$ cat src/design/lru_key_value_cache_macros.svh
// Assertion macros shared by the LRU key/value cache RTL.
// No dependencies; included by lru_key_value_cache, the module that carries assertions.
`ifndef LRU_KEY_VALUE_CACHE_MACROS_SVH
`define LRU_KEY_VALUE_CACHE_MACROS_SVH

// Implication checked at every rising clock edge, disabled while in reset.
`define LKV_ASSERT_IMPLY(lbl, clk, rst_n, ante, cons, msg) \
  lbl: assert property (@(posedge clk) disable iff (!rst_n) (ante) |-> (cons)) \
    else $error(msg);

// Invariant checked at every rising clock edge, disabled while in reset.
`define LKV_ASSERT_ALWAYS(lbl, clk, rst_n, cons, msg) \
  lbl: assert property (@(posedge clk) disable iff (!rst_n) (cons)) \
    else $error(msg);

`endif

$ cat src/design/lkv_pkg.sv
// Package for the LRU key/value cache: sizes, widths and the cell interface types.
// No dependencies; used by lkv_cell and lru_key_value_cache.
package lkv_pkg;

  localparam int ENTRIES = 16;
  localparam int KEY_W   = 16;
  localparam int VAL_W   = 32;
  localparam int CAP_W   = 5;
  localparam int AGE_W   = (ENTRIES > 1) ? $clog2(ENTRIES) : 1;
  localparam int CNT_W   = $clog2(ENTRIES + 1);

  localparam logic [CAP_W-1:0] CAP_RESET = CAP_W'(ENTRIES);

  // Broadcast from the controller to every cell.
  typedef struct packed {
    logic [KEY_W-1:0] key;         // request key, for compare and write
    logic [VAL_W-1:0] value;       // request value, for write
    logic [AGE_W-1:0] victim_age;  // age held by the least recent entry
    logic             upd;         // apply the update this cycle
    logic             age_all;     // every valid unselected entry ages
    logic [AGE_W-1:0] touch_age;   // otherwise only entries younger than this age
    logic             wr_key;
    logic             wr_data;
    logic             set_valid;
  } cell_cmd_t;

  // Status reported by each cell.
  typedef struct packed {
    logic             valid;
    logic             match;
    logic             victim;
    logic             free;
    logic [AGE_W-1:0] age;
    logic [VAL_W-1:0] data;
  } cell_stat_t;

endpackage

$ cat src/design/lkv_cell.sv
// One entry of the LRU key/value cache: valid bit, key, value and recency age.
// Depends on lkv_pkg; a row of these is instantiated by lru_key_value_cache.
module lkv_cell (
  input  logic               clk_i,
  input  logic               rst_ni,
  input  lkv_pkg::cell_cmd_t cmd_i,
  input  logic               sel_i,
  input  logic               prev_valid_i,
  output lkv_pkg::cell_stat_t stat_o
);

  logic                      valid_q;
  logic [lkv_pkg::KEY_W-1:0] key_q;
  logic [lkv_pkg::VAL_W-1:0] data_q;
  logic [lkv_pkg::AGE_W-1:0] age_q;

  // Entries fill from the low end and are never dropped, so the first free
  // slot is the invalid cell whose lower neighbor is valid.
  always_comb begin
    stat_o.valid  = valid_q;
    stat_o.match  = valid_q && (key_q == cmd_i.key);
    stat_o.victim = valid_q && (age_q == cmd_i.victim_age);
    stat_o.free   = !valid_q && prev_valid_i;
    stat_o.age    = age_q;
    stat_o.data   = data_q;
  end

  always_ff @(posedge clk_i or negedge rst_ni) begin
    if (!rst_ni) begin
      valid_q <= 1'b0;
      age_q   <= '0;
    end else if (cmd_i.upd) begin
      if (sel_i) begin
        age_q <= '0;
        if (cmd_i.set_valid) begin
          valid_q <= 1'b1;
        end
      end else if (valid_q && (cmd_i.age_all || (age_q < cmd_i.touch_age))) begin
        age_q <= age_q + lkv_pkg::AGE_W'(1);
      end
    end
  end

  always_ff @(posedge clk_i) begin
    if (cmd_i.upd && sel_i) begin
      if (cmd_i.wr_key) begin
        key_q <= cmd_i.key;
      end
      if (cmd_i.wr_data) begin
        data_q <= cmd_i.value;
      end
    end
  end

endmodule

$ cat src/design/lru_key_value_cache.sv
// Top level of the LRU key/value cache: controller, capacity register and cell row.
// Depends on lkv_pkg, lkv_cell and lru_key_value_cache_macros.svh.
//
//   Port group   Direction  Handshake                  Payload
//   req          in         req_valid_i / req_ready_o  req_type_i, key_i, write_value_i
//   rsp          out        rsp_valid_o / rsp_ready_i  hit_o, read_value_o
//   cfg          in         cfg_we_i (no wait)         cfg_wdata_i (capacity)
//
// Each request passes through a lookup cycle, in which every cell compares its
// key and the controller picks the target entry, then an update cycle, in which
// the cells apply the new ages and data. A new request is taken during the update
// cycle, so the next lookup follows without passing through the idle state.
// While the response register is full and not taken, the block waits in the
// lookup cycle. Reset clears the valid bits, ages and occupancy at once; no clearing pass.
`include "lru_key_value_cache_macros.svh"

module lru_key_value_cache (
  input  logic                      clk_i,
  input  logic                      rst_ni,
  input  logic                      cfg_we_i,
  input  logic [lkv_pkg::CAP_W-1:0] cfg_wdata_i,
  input  logic                      req_valid_i,
  output logic                      req_ready_o,
  input  logic                      req_type_i,
  input  logic [lkv_pkg::KEY_W-1:0] key_i,
  input  logic [lkv_pkg::VAL_W-1:0] write_value_i,
  output logic                      rsp_valid_o,
  input  logic                      rsp_ready_i,
  output logic                      hit_o,
  output logic [lkv_pkg::VAL_W-1:0] read_value_o
);

  typedef enum logic [1:0] {
    S_IDLE,
    S_LOOK,
    S_UPD
  } state_e;

  state_e                         state_q;
  logic [lkv_pkg::CAP_W-1:0]      cap_q;
  logic [lkv_pkg::CNT_W-1:0]      count_q;
  logic                           req_put_q;
  logic [lkv_pkg::KEY_W-1:0]      req_key_q;
  logic [lkv_pkg::VAL_W-1:0]      req_val_q;
  logic                           rsp_valid_q;
  logic                           hit_q;
  logic [lkv_pkg::VAL_W-1:0]      read_q;
  logic [lkv_pkg::ENTRIES-1:0]    sel_q;
  logic                           age_all_q;
  logic [lkv_pkg::AGE_W-1:0]      touch_age_q;
  logic                           wr_key_q;
  logic                           wr_data_q;
  logic                           set_valid_q;

  lkv_pkg::cell_cmd_t             cmd;
  lkv_pkg::cell_stat_t            stat [lkv_pkg::ENTRIES];
  logic [lkv_pkg::ENTRIES:0]      valid_chain;

  logic [lkv_pkg::ENTRIES-1:0]    valid_vec;
  logic [lkv_pkg::ENTRIES-1:0]    hit_vec;
  logic [lkv_pkg::ENTRIES-1:0]    victim_vec;
  logic [lkv_pkg::ENTRIES-1:0]    free_vec;
  logic                           hit_any;
  logic [lkv_pkg::AGE_W-1:0]      hit_age;
  logic [lkv_pkg::VAL_W-1:0]      hit_data;
  logic [lkv_pkg::CNT_W-1:0]      eff_cap;
  logic                           full;
  logic                           rsp_free;

  // Capacity register. Zero behaves as one; values above the entry count saturate.
  always_ff @(posedge clk_i or negedge rst_ni) begin
    if (!rst_ni) begin
      cap_q <= lkv_pkg::CAP_RESET;
    end else if (cfg_we_i) begin
      cap_q <= cfg_wdata_i;
    end
  end

  always_comb begin
    if (cap_q == '0) begin
      eff_cap = lkv_pkg::CNT_W'(1);
    end else if (int'(cap_q) > lkv_pkg::ENTRIES) begin
      eff_cap = lkv_pkg::CNT_W'(lkv_pkg::ENTRIES);
    end else begin
      eff_cap = lkv_pkg::CNT_W'(cap_q);
    end
  end

  assign full = (count_q >= eff_cap);

  // The valid entries always hold the distinct ages 0 .. count-1, so the least
  // recent entry is the one whose age equals count-1.
  always_comb begin
    cmd.key        = req_key_q;
    cmd.value      = req_val_q;
    cmd.victim_age = lkv_pkg::AGE_W'(count_q - lkv_pkg::CNT_W'(1));
    cmd.upd        = (state_q == S_UPD);
    cmd.age_all    = age_all_q;
    cmd.touch_age  = touch_age_q;
    cmd.wr_key     = wr_key_q;
    cmd.wr_data    = wr_data_q;
    cmd.set_valid  = set_valid_q;
  end

  // The row of cells. Each cell hands its valid bit to its upper neighbor, which
  // uses it to tell whether it is the first free slot.
  assign valid_chain[0] = 1'b1;

  for (genvar g = 0; g < lkv_pkg::ENTRIES; g++) begin : g_cell
    lkv_cell u_cell (
      .clk_i       (clk_i),
      .rst_ni      (rst_ni),
      .cmd_i       (cmd),
      .sel_i       (sel_q[g]),
      .prev_valid_i(valid_chain[g]),
      .stat_o      (stat[g])
    );
    assign valid_chain[g+1] = stat[g].valid;
    assign valid_vec[g]     = stat[g].valid;
    assign hit_vec[g]       = stat[g].match;
    assign victim_vec[g]    = stat[g].victim;
    assign free_vec[g]      = stat[g].free;
  end

  // Keys are unique among valid entries, so at most one cell matches and the
  // age and data of the hit can be gathered with a plain OR.
  always_comb begin
    hit_age  = '0;
    hit_data = '0;
    for (int i = 0; i < lkv_pkg::ENTRIES; i++) begin
      hit_age  = hit_age | (stat[i].match ? stat[i].age : '0);
      hit_data = hit_data | (stat[i].match ? stat[i].data : '0);
    end
  end

  assign hit_any  = |hit_vec;
  assign rsp_free = !rsp_valid_q || rsp_ready_i;

  // Controller: request capture, target selection and the response register.
  always_ff @(posedge clk_i or negedge rst_ni) begin
    if (!rst_ni) begin
      state_q     <= S_IDLE;
      count_q     <= '0;
      req_put_q   <= 1'b0;
      req_key_q   <= '0;
      req_val_q   <= '0;
      rsp_valid_q <= 1'b0;
      hit_q       <= 1'b0;
      read_q      <= '0;
      sel_q       <= '0;
      age_all_q   <= 1'b0;
      touch_age_q <= '0;
      wr_key_q    <= 1'b0;
      wr_data_q   <= 1'b0;
      set_valid_q <= 1'b0;
    end else begin
      if (rsp_ready_i) begin
        rsp_valid_q <= 1'b0;
      end
      case (state_q)
        S_IDLE: begin
          if (req_valid_i) begin
            req_put_q <= req_type_i;
            req_key_q <= key_i;
            req_val_q <= write_value_i;
            state_q   <= S_LOOK;
          end
        end
        S_LOOK: begin
          if (rsp_free) begin
            rsp_valid_q <= 1'b1;
            hit_q       <= hit_any;
            read_q      <= (hit_any && !req_put_q) ? hit_data : '0;
            touch_age_q <= hit_age;
            if (hit_any) begin
              // Hit: the entry becomes the most recent; a put rewrites its value.
              sel_q       <= hit_vec;
              age_all_q   <= 1'b0;
              wr_key_q    <= 1'b0;
              wr_data_q   <= req_put_q;
              set_valid_q <= 1'b0;
            end else if (req_put_q && full) begin
              // Put miss at capacity: the least recent entry is replaced in place.
              sel_q       <= victim_vec;
              age_all_q   <= 1'b1;
              wr_key_q    <= 1'b1;
              wr_data_q   <= 1'b1;
              set_valid_q <= 1'b0;
            end else if (req_put_q) begin
              // Put miss with room: fill the lowest free slot.
              sel_q       <= free_vec;
              age_all_q   <= 1'b1;
              wr_key_q    <= 1'b1;
              wr_data_q   <= 1'b1;
              set_valid_q <= 1'b1;
            end else begin
              // Get miss leaves the entries alone.
              sel_q       <= '0;
              age_all_q   <= 1'b0;
              wr_key_q    <= 1'b0;
              wr_data_q   <= 1'b0;
              set_valid_q <= 1'b0;
            end
            state_q <= S_UPD;
          end
        end
        S_UPD: begin
          if (set_valid_q) begin
            count_q <= count_q + lkv_pkg::CNT_W'(1);
          end
          if (req_valid_i) begin
            req_put_q <= req_type_i;
            req_key_q <= key_i;
            req_val_q <= write_value_i;
            state_q   <= S_LOOK;
          end else begin
            state_q <= S_IDLE;
          end
        end
        default: begin
          state_q <= S_IDLE;
        end
      endcase
    end
  end

  assign req_ready_o  = (state_q == S_IDLE) || (state_q == S_UPD);
  assign rsp_valid_o  = rsp_valid_q;
  assign hit_o        = hit_q;
  assign read_value_o = read_q;

  `LKV_ASSERT_ALWAYS(a_count_matches_valid, clk_i, rst_ni,
    $countones(valid_vec) == int'(count_q), "occupancy differs from valid entry count")
  `LKV_ASSERT_ALWAYS(a_count_bounded, clk_i, rst_ni,
    int'(count_q) <= lkv_pkg::ENTRIES, "occupancy above entry count")
  `LKV_ASSERT_IMPLY(a_key_unique, clk_i, rst_ni,
    state_q == S_LOOK, $onehot0(hit_vec), "key held by more than one entry")
  `LKV_ASSERT_IMPLY(a_victim_unique, clk_i, rst_ni,
    state_q == S_LOOK && count_q != '0, $onehot(victim_vec), "no single least recent entry")
  `LKV_ASSERT_IMPLY(a_sel_onehot, clk_i, rst_ni,
    state_q == S_UPD, $onehot0(sel_q), "update targets more than one entry")

endmodule
$ cat config.mk
export PLATFORM = sky130hd
export DESIGN_NAME = lru_key_value_cache
export DESIGN_NICKNAME = d
export VERILOG_FILES = /design/src/design/lkv_pkg.sv /design/src/design/lkv_cell.sv /design/src/design/lru_key_value_cache.sv
export VERILOG_INCLUDE_DIRS = /design/src /design/src/design
export SDC_FILE = /design/constraint.sdc
export NUM_CORES = 1
export LEC_CHECK = 0
export BUFFER_PORTS_ARGS = -buffer_cell sky130_fd_sc_hd__buf_2
export CAP_MARGIN = 20
export CORE_ASPECT_RATIO = 0.7
export CORE_UTILIZATION = 40
export DETAILED_ROUTE_END_ITERATION = 8
export GPL_ROUTABILITY_DRIVEN = 0
export PLACE_DENSITY_LB_ADDON = 0.1
export SLEW_MARGIN = 20
export SYNTH_ARGS = -nofsm -noshare
export SYNTH_HDL_FRONTEND = slang
export SYNTH_SLANG_ARGS = --single-unit
$ cat constraint.sdc
create_clock -name clk_i -period 4.2 [get_ports clk_i]
set_input_delay 0 -clock clk_i [delete_from_list [all_inputs] [get_ports clk_i]]
set_output_delay 0 -clock clk_i [all_outputs]
set_load 0.005 [all_outputs]
==> flow_summary_export.csv, run 1 <==
group,metric,value,unit
status,status,"complete, no violations",
critical_path,crit_top_cell,"nand4_1",
cts,cts_tree,"yes",
sta,timing.final.crit_share,0.801,
cells_and_area,num-nets-final,3432,
routing,wl_met3,13700,um
cells_and_area,area_growth,15.2,%
sta,drv_slew,0,
routing,drt_iter0_drc,3254,
critical_path,cp_max_fo,37,
pwr,power.share.clock,0.306,
floorplan,core,104000,um2
global_route,grt_max_degree,83,
yosys,yosysWarnings,0,
sta,worstMarginPinSlew,1.07,ns
yosys,synth_top_cell_area_share,0.548,
yosys,synthesis.nets,3289,
routing,vias,28663,
global_route,track_usage,0.265,
cells_and_area,postLayoutCellArea,48400,um2
cells_and_area,seqCellArea,28000,um2
sta,hold_slack,0.0642,ns
floorplan,dieArea,106000,um2
critical_path,cp.arrival,3.97,ns
critical_path,start_kind,"flip-flop",
sta,relSlewSlack,0.288,
cts,numClockSinks,966,
critical_path,crit_chain,"xnor2_1, nand4_1, nor4_2, buf_4, nand3_1, nand4_1, nor4_1, o21ai_0",
job,maxCapViolCount,0,
min_path,worstHoldPathType,"input pin to flip-flop",
cells_and_area,drive_gt1_frac,0.140,
pwr,p_sw_frac,0.344,
yosys,synth_cells,3159,
pwr,total_leakage_power,16.8,nW
yosys,async_flop_share,0.205,
routing,dr_wl_met2,60100,um
cells_and_area,multi_input_area,13000,um2
pwr,power,0.0299,W
cts,clockBufferDepth,3,
floorplan,die_h,273,um
yosys,synth_edf_count,768,
pwr,power.density,618,nW/um2
yosys,synth_area_leaders,"edfxtp_1 55%, dfrtp_1 12%, nand3_1 7.2%",
critical_path,path_buf_inv,1,
yosys,netlist-cell-type-count,47,
routing,wl_met1,63200,um
routing,drt_wl_total,141000,um
routing,drt-vias-per-instance,5.97,
placement,numPortBuffers,93,
critical_path,r2r_setup_slack,0.84,ns
global_route,overflow,0,
floorplan,start_util,0.404,
critical_path,max_stage_delay,0.98,ns
global_route,antenna_found_initial,2,
sta,tns,0,ns
sta,fin_skew,0.0204,ns
critical_path,cp_data_required_time,4.80,ns
sta,setup_viol,0,
pwr,seqPwrFrac,0.465,
routing,dr.pass1.iters,6,
routing,wire_per_inst,29.3,um
routing,detail-route-antenna-nets,0,
pwr,intPower,0.0196,W
placement,hpwl,77000,um
yosys,syn-cell-area,42100,um2
floorplan,pin_count,94,
yosys,yosysTopAreaCell,"edfxtp_1",
cts,clk_latency,0.70,ns
global_route,grt_pass1_vias,28185,
global_route,grt_pass1_wl,204000,um
critical_path,critical-path-top-delay-family,"simple AND/OR/NAND/NOR gates",
floorplan,rows,99,
floorplan,fp.dieW,390,um
cts,h-tree-depth,3,
sta,grt_setup_unrepaired,"no",
sta,finalCriticalPeriod,3.36,ns
sta,hold_viol_final,0,
cts,cts-root-buf,"clkbuf_16",
cts,clkTransAtPathRegs,0.06,ns
pwr,power_switching,0.0103,W
pwr,peakVddDrop,0.312,mV
cts,post_cts_buffers,0,
routing,routed.top_layer,"met5",
yosys,ys_seq_elements,966,
critical_path,endpoint_kind,"flip-flop",
yosys,avgSynthCellArea,13.3,um2
yosys,synth_ff_type,"edfxtp_1",
routing,drc,0,
critical_path,path_class,"flip-flop to flip-flop",
cells_and_area,fillers,9145,
pwr,p_comb_frac,0.228,
yosys,yosysSeqAreaShare,0.666,
sta,max_freq,297,MHz
critical_path,crit_path_top_delay_cell,"dfrtp_2",
placement,postPlaceCellArea,44400,um2
cts,numCtsBuffers,96,
[worst register-to-register path: cells and delay by family (launching register included)]
family	cells	cell delay, ns
and+or+nand+nor	5	1.13
DFF	1	0.98
buffers and inverters	1	0.78
xor gates and xnor gates	1	0.22
AOI/OAI and AO/OA	1	0.17
[what timing repair did]
| item | CTS | global route |
|---|---|---|
| hold endpoints to repair | 188 | 0 |
| gates resized for setup | 0 | 0 |
| hold buffers | 72 | 0 |
[final timing paths]
kind                                                   start                               endpoint  cells past startpoint
worst max register to register      req_key_q[7]$_DFFE_PN0P_           read_value_o[25]$_DFFE_PN0P_                      8
max in group asynchronous                             rst_ni               req_key_q[2]$_DFFE_PN0P_                      4
worst max-delay path                req_key_q[7]$_DFFE_PN0P_           read_value_o[25]$_DFFE_PN0P_                      8
worst min-delay path                       write_value_i[20]              req_val_q[20]$_DFFE_PN0P_                      3
worst min register to register  read_value_o[18]$_DFFE_PN0P_           read_value_o[18]$_DFFE_PN0P_                      2
min in group asynchronous                             rst_ni  g_cell[6].u_cell.age_q[2]$_DFFE_PN0P_                      3
[cells by family (layout without fill, tap and decap cells)]
logic type                 after synthesis  after routing  synth area share
and+or+nand+nor                       1158           1158             0.145
DFF                                    966            966             0.666
xor gates and xnor gates               327            327            0.0681
AOI/OAI and AO/OA                      278            278            0.0411
buffers and inverters                  241            468            0.0286
muxes                                  118            118            0.0298
adders and majority gates               71             71            0.0211
other                                    0              2                 0
[area by class of cell]
| cell class | instances | area share |
|---|---|---|
| Clock buffer | 136 | 0.0573 |
| Multi-Input combinational cell | 1952 | 0.268 |
| Antenna cell | 2 | 0.000103 |
| Inverter | 24 | 0.00186 |
| Timing Repair Buffer | 262 | 0.0455 |
| Sequential cell | 966 | 0.579 |
| Tap cell | 1414 | 0.0365 |
| Clock inverter | 46 | 0.0116 |
[synthesized netlist by cell type (51+ instances only)]
cell,number
nand4_1,184
o21ai_0,114
nand3_1,606
mux2i_1,62
nand2_1,131
mux2_2,56
a21o_1,51
xnor2_1,282
ha_1,71
clkbuf_1,110
dfrtp_1,197
edfxtp_1,768
[cells in the final DEF (no fill, tap or decap), types with 11 or more instances in the layout]
cell type and instances:
clkbuf_1 20, nor2b_1 26, mux2_2 56, and2_1 13, o211ai_1 20, nand2b_1 19
nand4_1 184, edfxtp_1 768, inv_1 23, bufinv_16 11, clkbuf_16 98, nor4_1 36
dlygate4sd3_1 71, and3_2 15, nand2_1 130, and3_1 19, dfrtp_1 185, a21oi_1 19
ha_1 71, buf_2 92, and2_2 16, o21ai_0 114, mux2i_1 62, clkinv_2 18
a21o_1 51, dfrtp_2 12, clkbuf_8 18, xnor2_1 281, buf_12 21, nor2_1 40
xor2_1 44, o2111ai_1 14, o22ai_1 11, buf_4 76, nor3_1 18, or3_1 14
o21ai_1 24, nand3_1 606
[metrics by stage]
stage | utilization | instances | worst slack (ns)
final | 0.465 | 4802 | 0.836
after global routing | 0.465 | 4800 | 0.631
after CTS | 0.465 | 4800 | 0.928
after detailed placement | 0.426 | 4546 | 0.949
after global placement | 0.426 | 4546 | 0.970
after floorplan | - | 3159 | 0.397
[layer usage]
| metal | GRT usage | up-vias |
|---|---|---|
| met5 | 0.0155 | - |
| met4 | 0.0708 | 4 |
| met3 | 0.0590 | 225 |
| met2 | 0.387 | 1471 |
| met1 | 0.393 | 14785 |
| li1 | - | 12178 |
[registers in the layout (all words and copies together), names as in the netlist, 4 cells and up]
name	count
sel_q	16
touch_age_q	4
req_val_q	32
g_cell.u_cell.age_q	64
cap_q	5
g_cell.u_cell.key_q	256
g_cell.u_cell.data_q	512
read_value_o	32
count_q	5
g_cell.u_cell.valid_q	16
req_key_q	16
[power by group through the flow]
stage / clock, W / combinational [W] / sequential (W)
4_1_cts: 0.00931 / 0.00675 / 0.0139
2_1_floorplan: 0 / 0.00467 / 0.0129
6_report: 0.00916 / 0.00683 / 0.0139
3_3_place_gp: 0 / 0.00650 / 0.0140
3_5_place_dp: 0 / 0.00665 / 0.0141
5_1_grt: 0.00968 / 0.00732 / 0.0141
Power figures use the tool's default switching activity.
==> inputs of run 2 (changes only) <==
==> constraint.sdc (replaced) <==
create_clock -name clk_i -period 3.4 [get_ports clk_i]
set_input_delay 0 -clock clk_i [delete_from_list [all_inputs] [get_ports clk_i]]
set_output_delay 0 -clock clk_i [all_outputs]
set_load 0.005 [all_outputs]
==> run 2 against run 1 <==
Critical path type unchanged. Highest routed layer unchanged. First-iteration DRC count decreased by 2.0%. Sequential power increased by 21%. Combinational power increased by 38%. Cell area increased by 1.3%. Maximum frequency increased by 5.1%.
==> flow_summary_export.csv, run 2 (same netlist as run 1, synthesis figures left out) <==
group,metric,value,unit
cells_and_area,multi_input_area,13000,um2
routing,detail-route-antenna-nets,0,
cts,post_cts_buffers,0,
sta,max_freq,312,MHz
cells_and_area,seqCellArea,28000,um2
routing,wire_per_inst,29.7,um
routing,vias,28983,
floorplan,pin_count,94,
cells_and_area,area_growth,16.7,%
placement,numPortBuffers,93,
critical_path,crit_top_cell,"nand4_1",
min_path,worstHoldPathType,"input pin to flip-flop",
critical_path,max_stage_delay,0.87,ns
critical_path,endpoint_kind,"flip-flop",
cells_and_area,top_register,"g_cell.u_cell.data_q",
cts,cts_tree,"yes",
sta,worstMarginPinSlew,0.924,ns
cells_and_area,reg.largest.list,"g_cell.u_cell.data_q (512), g_cell.u_cell.key_q (256), g_cell.u_cell.age_q (64)",
global_route,grt_pass1_vias,28566,
critical_path,path_class,"flip-flop to flip-flop",
routing,dr.pass1.iters,5,
global_route,grt_max_degree,77,
floorplan,start_util,0.404,
routing,drt_wl_total,144000,um
cells_and_area,num-nets-final,3481,
sta,grt_setup_unrepaired,"no",
sta,tns,0,ns
sta,setup_viol,0,
global_route,overflow,0,
critical_path,crit_chain,"xnor2_1, nand4_1, nor4_2, buf_4, a22oi_1, nand4_1, o21ai_4, buf_12, o21ai_0",
cts,numClockSinks,966,
sta,timing.final.crit_share,0.941,
sta,hold_viol_final,0,
floorplan,rows,99,
sta,relSlewSlack,0.384,
cts,h-tree-depth,3,
cells_and_area,layout_commonest_cell,"edfxtp_1",
pwr,power.density,759,nW/um2
global_route,antenna_found_initial,5,
status,status,"complete, no violations",
routing,drc,0,
pwr,total_leakage_power,17.1,nW
floorplan,fp.dieW,390,um
critical_path,path_buf_inv,2,
critical_path,cp.arrival,3.76,ns
critical_path,cp_max_fo,31,
cts,clkTransAtPathRegs,0.06,ns
critical_path,crit_path_top_delay_cell,"dfrtp_2",
cts,cts-root-buf,"clkbuf_16",
routing,drt_iter0_drc,3190,
sta,finalCriticalPeriod,3.20,ns
placement,pre_cts_ws,0.234,ns
floorplan,dieArea,106000,um2
placement,hpwl,79300,um
cells_and_area,fillers,9106,
sta,fin_ws,0.200,ns
critical_path,start_kind,"flip-flop",
pwr,power,0.0372,W
cts,clockBufferDepth,3,
sta,drv_slew,0,
job,maxCapViolCount,0,
cells_and_area,largest_reg_flops,512,
cts,clk_latency,0.72,ns
pwr,peakVddDrop,0.498,mV
global_route,grt_pass1_wl,207000,um
cts,numCtsBuffers,97,
critical_path,critical-path-top-delay-family,"compound AO/OA/AOI/OAI gates",
routing,drt-vias-per-instance,5.98,
global_route,track_usage,0.270,
sta,fin_skew,0.0437,ns
floorplan,die_h,273,um
critical_path,cp_data_required_time,3.96,ns
cells_and_area,drive_gt1_frac,0.151,
floorplan,core,104000,um2
cells_and_area,final_cell_mix,"768 x edfxtp_1, 606 x nand3_1, 281 x xnor2_1",
cells_and_area,antenna_cells,0,
## run 2: timing repair
action,CTS,global route
endpoints found under the hold margin,215,0
hold buffers,65,0
resized for setup,0,0
## run 2: layout make-up
cell class	instances	area share
Tap cell	1414	0.0361
Multi-Input combinational cell	1952	0.265
Clock buffer	135	0.0555
Clock inverter	47	0.0106
Inverter	24	0.00184
Sequential cell	966	0.571
Timing Repair Buffer	310	0.0596
## run 2: metal layers
metal,GRT usage,up-vias,wire length (um)
li1,-,12276,-
met1,0.401,14951,64900
met2,0.394,1490,61200
met3,0.0644,264,13900
met4,0.0723,2,3560
met5,0.00710,-,106
## run 2: worst register-to-register path: cells and delay by family, from the launching register on
family | cells | cell delay (ns)
flip-flops | 1 | 0.87
AND/OR/NAND/NOR | 3 | 0.49
buffers and inverters | 2 | 0.45
AO/OA/AOI/OAI | 3 | 1.08
XOR/XNOR | 1 | 0.19
## run 2: final timing paths
| check | from | to | slack (ns) | cells past startpoint |
|---|---|---|---|---|
| max in group asynchronous | rst_ni | wr_key_q$_DFFE_PN0P_ | 2.28 | 4 |
| min | write_value_i[2] | req_val_q[2]$_DFFE_PN0P_ | 0.07 | 3 |
| min in group asynchronous | rst_ni | cap_q[4]$_DFFE_PN1P_ | 0.49 | 3 |
| min reg2reg | hit_o$_DFFE_PN0P_ | hit_o$_DFFE_PN0P_ | 0.48 | 2 |
| max | req_key_q[5]$_DFFE_PN0P_ | read_value_o[28]$_DFFE_PN0P_ | 0.20 | 9 |
| max reg2reg | req_key_q[5]$_DFFE_PN0P_ | read_value_o[28]$_DFFE_PN0P_ | 0.20 | 9 |
## run 2: power by group
part	leakage (nW)	total (W)	internal, W	switching [W]
clock	1.58	0.0110	0.00629	0.00474
combinational	6.23	0.00944	0.00339	0.00605
sequential	9.26	0.0168	0.0146	0.00212
## run 2: metrics by stage
step / hold slack (ns) / instances / cell area, um2 / utilization
2_1_floorplan: -0.296 / 3159 / 42100 / -
6_report: 0.0663 / 4848 / 49100 / 0.471
5_1_grt: 0.0449 / 4848 / 49100 / 0.471
4_1_cts: 0.0134 / 4848 / 49100 / 0.471
3_3_place_gp: 0.0482 / 4601 / 45200 / 0.433
3_5_place_dp: 0.0531 / 4601 / 45200 / 0.433
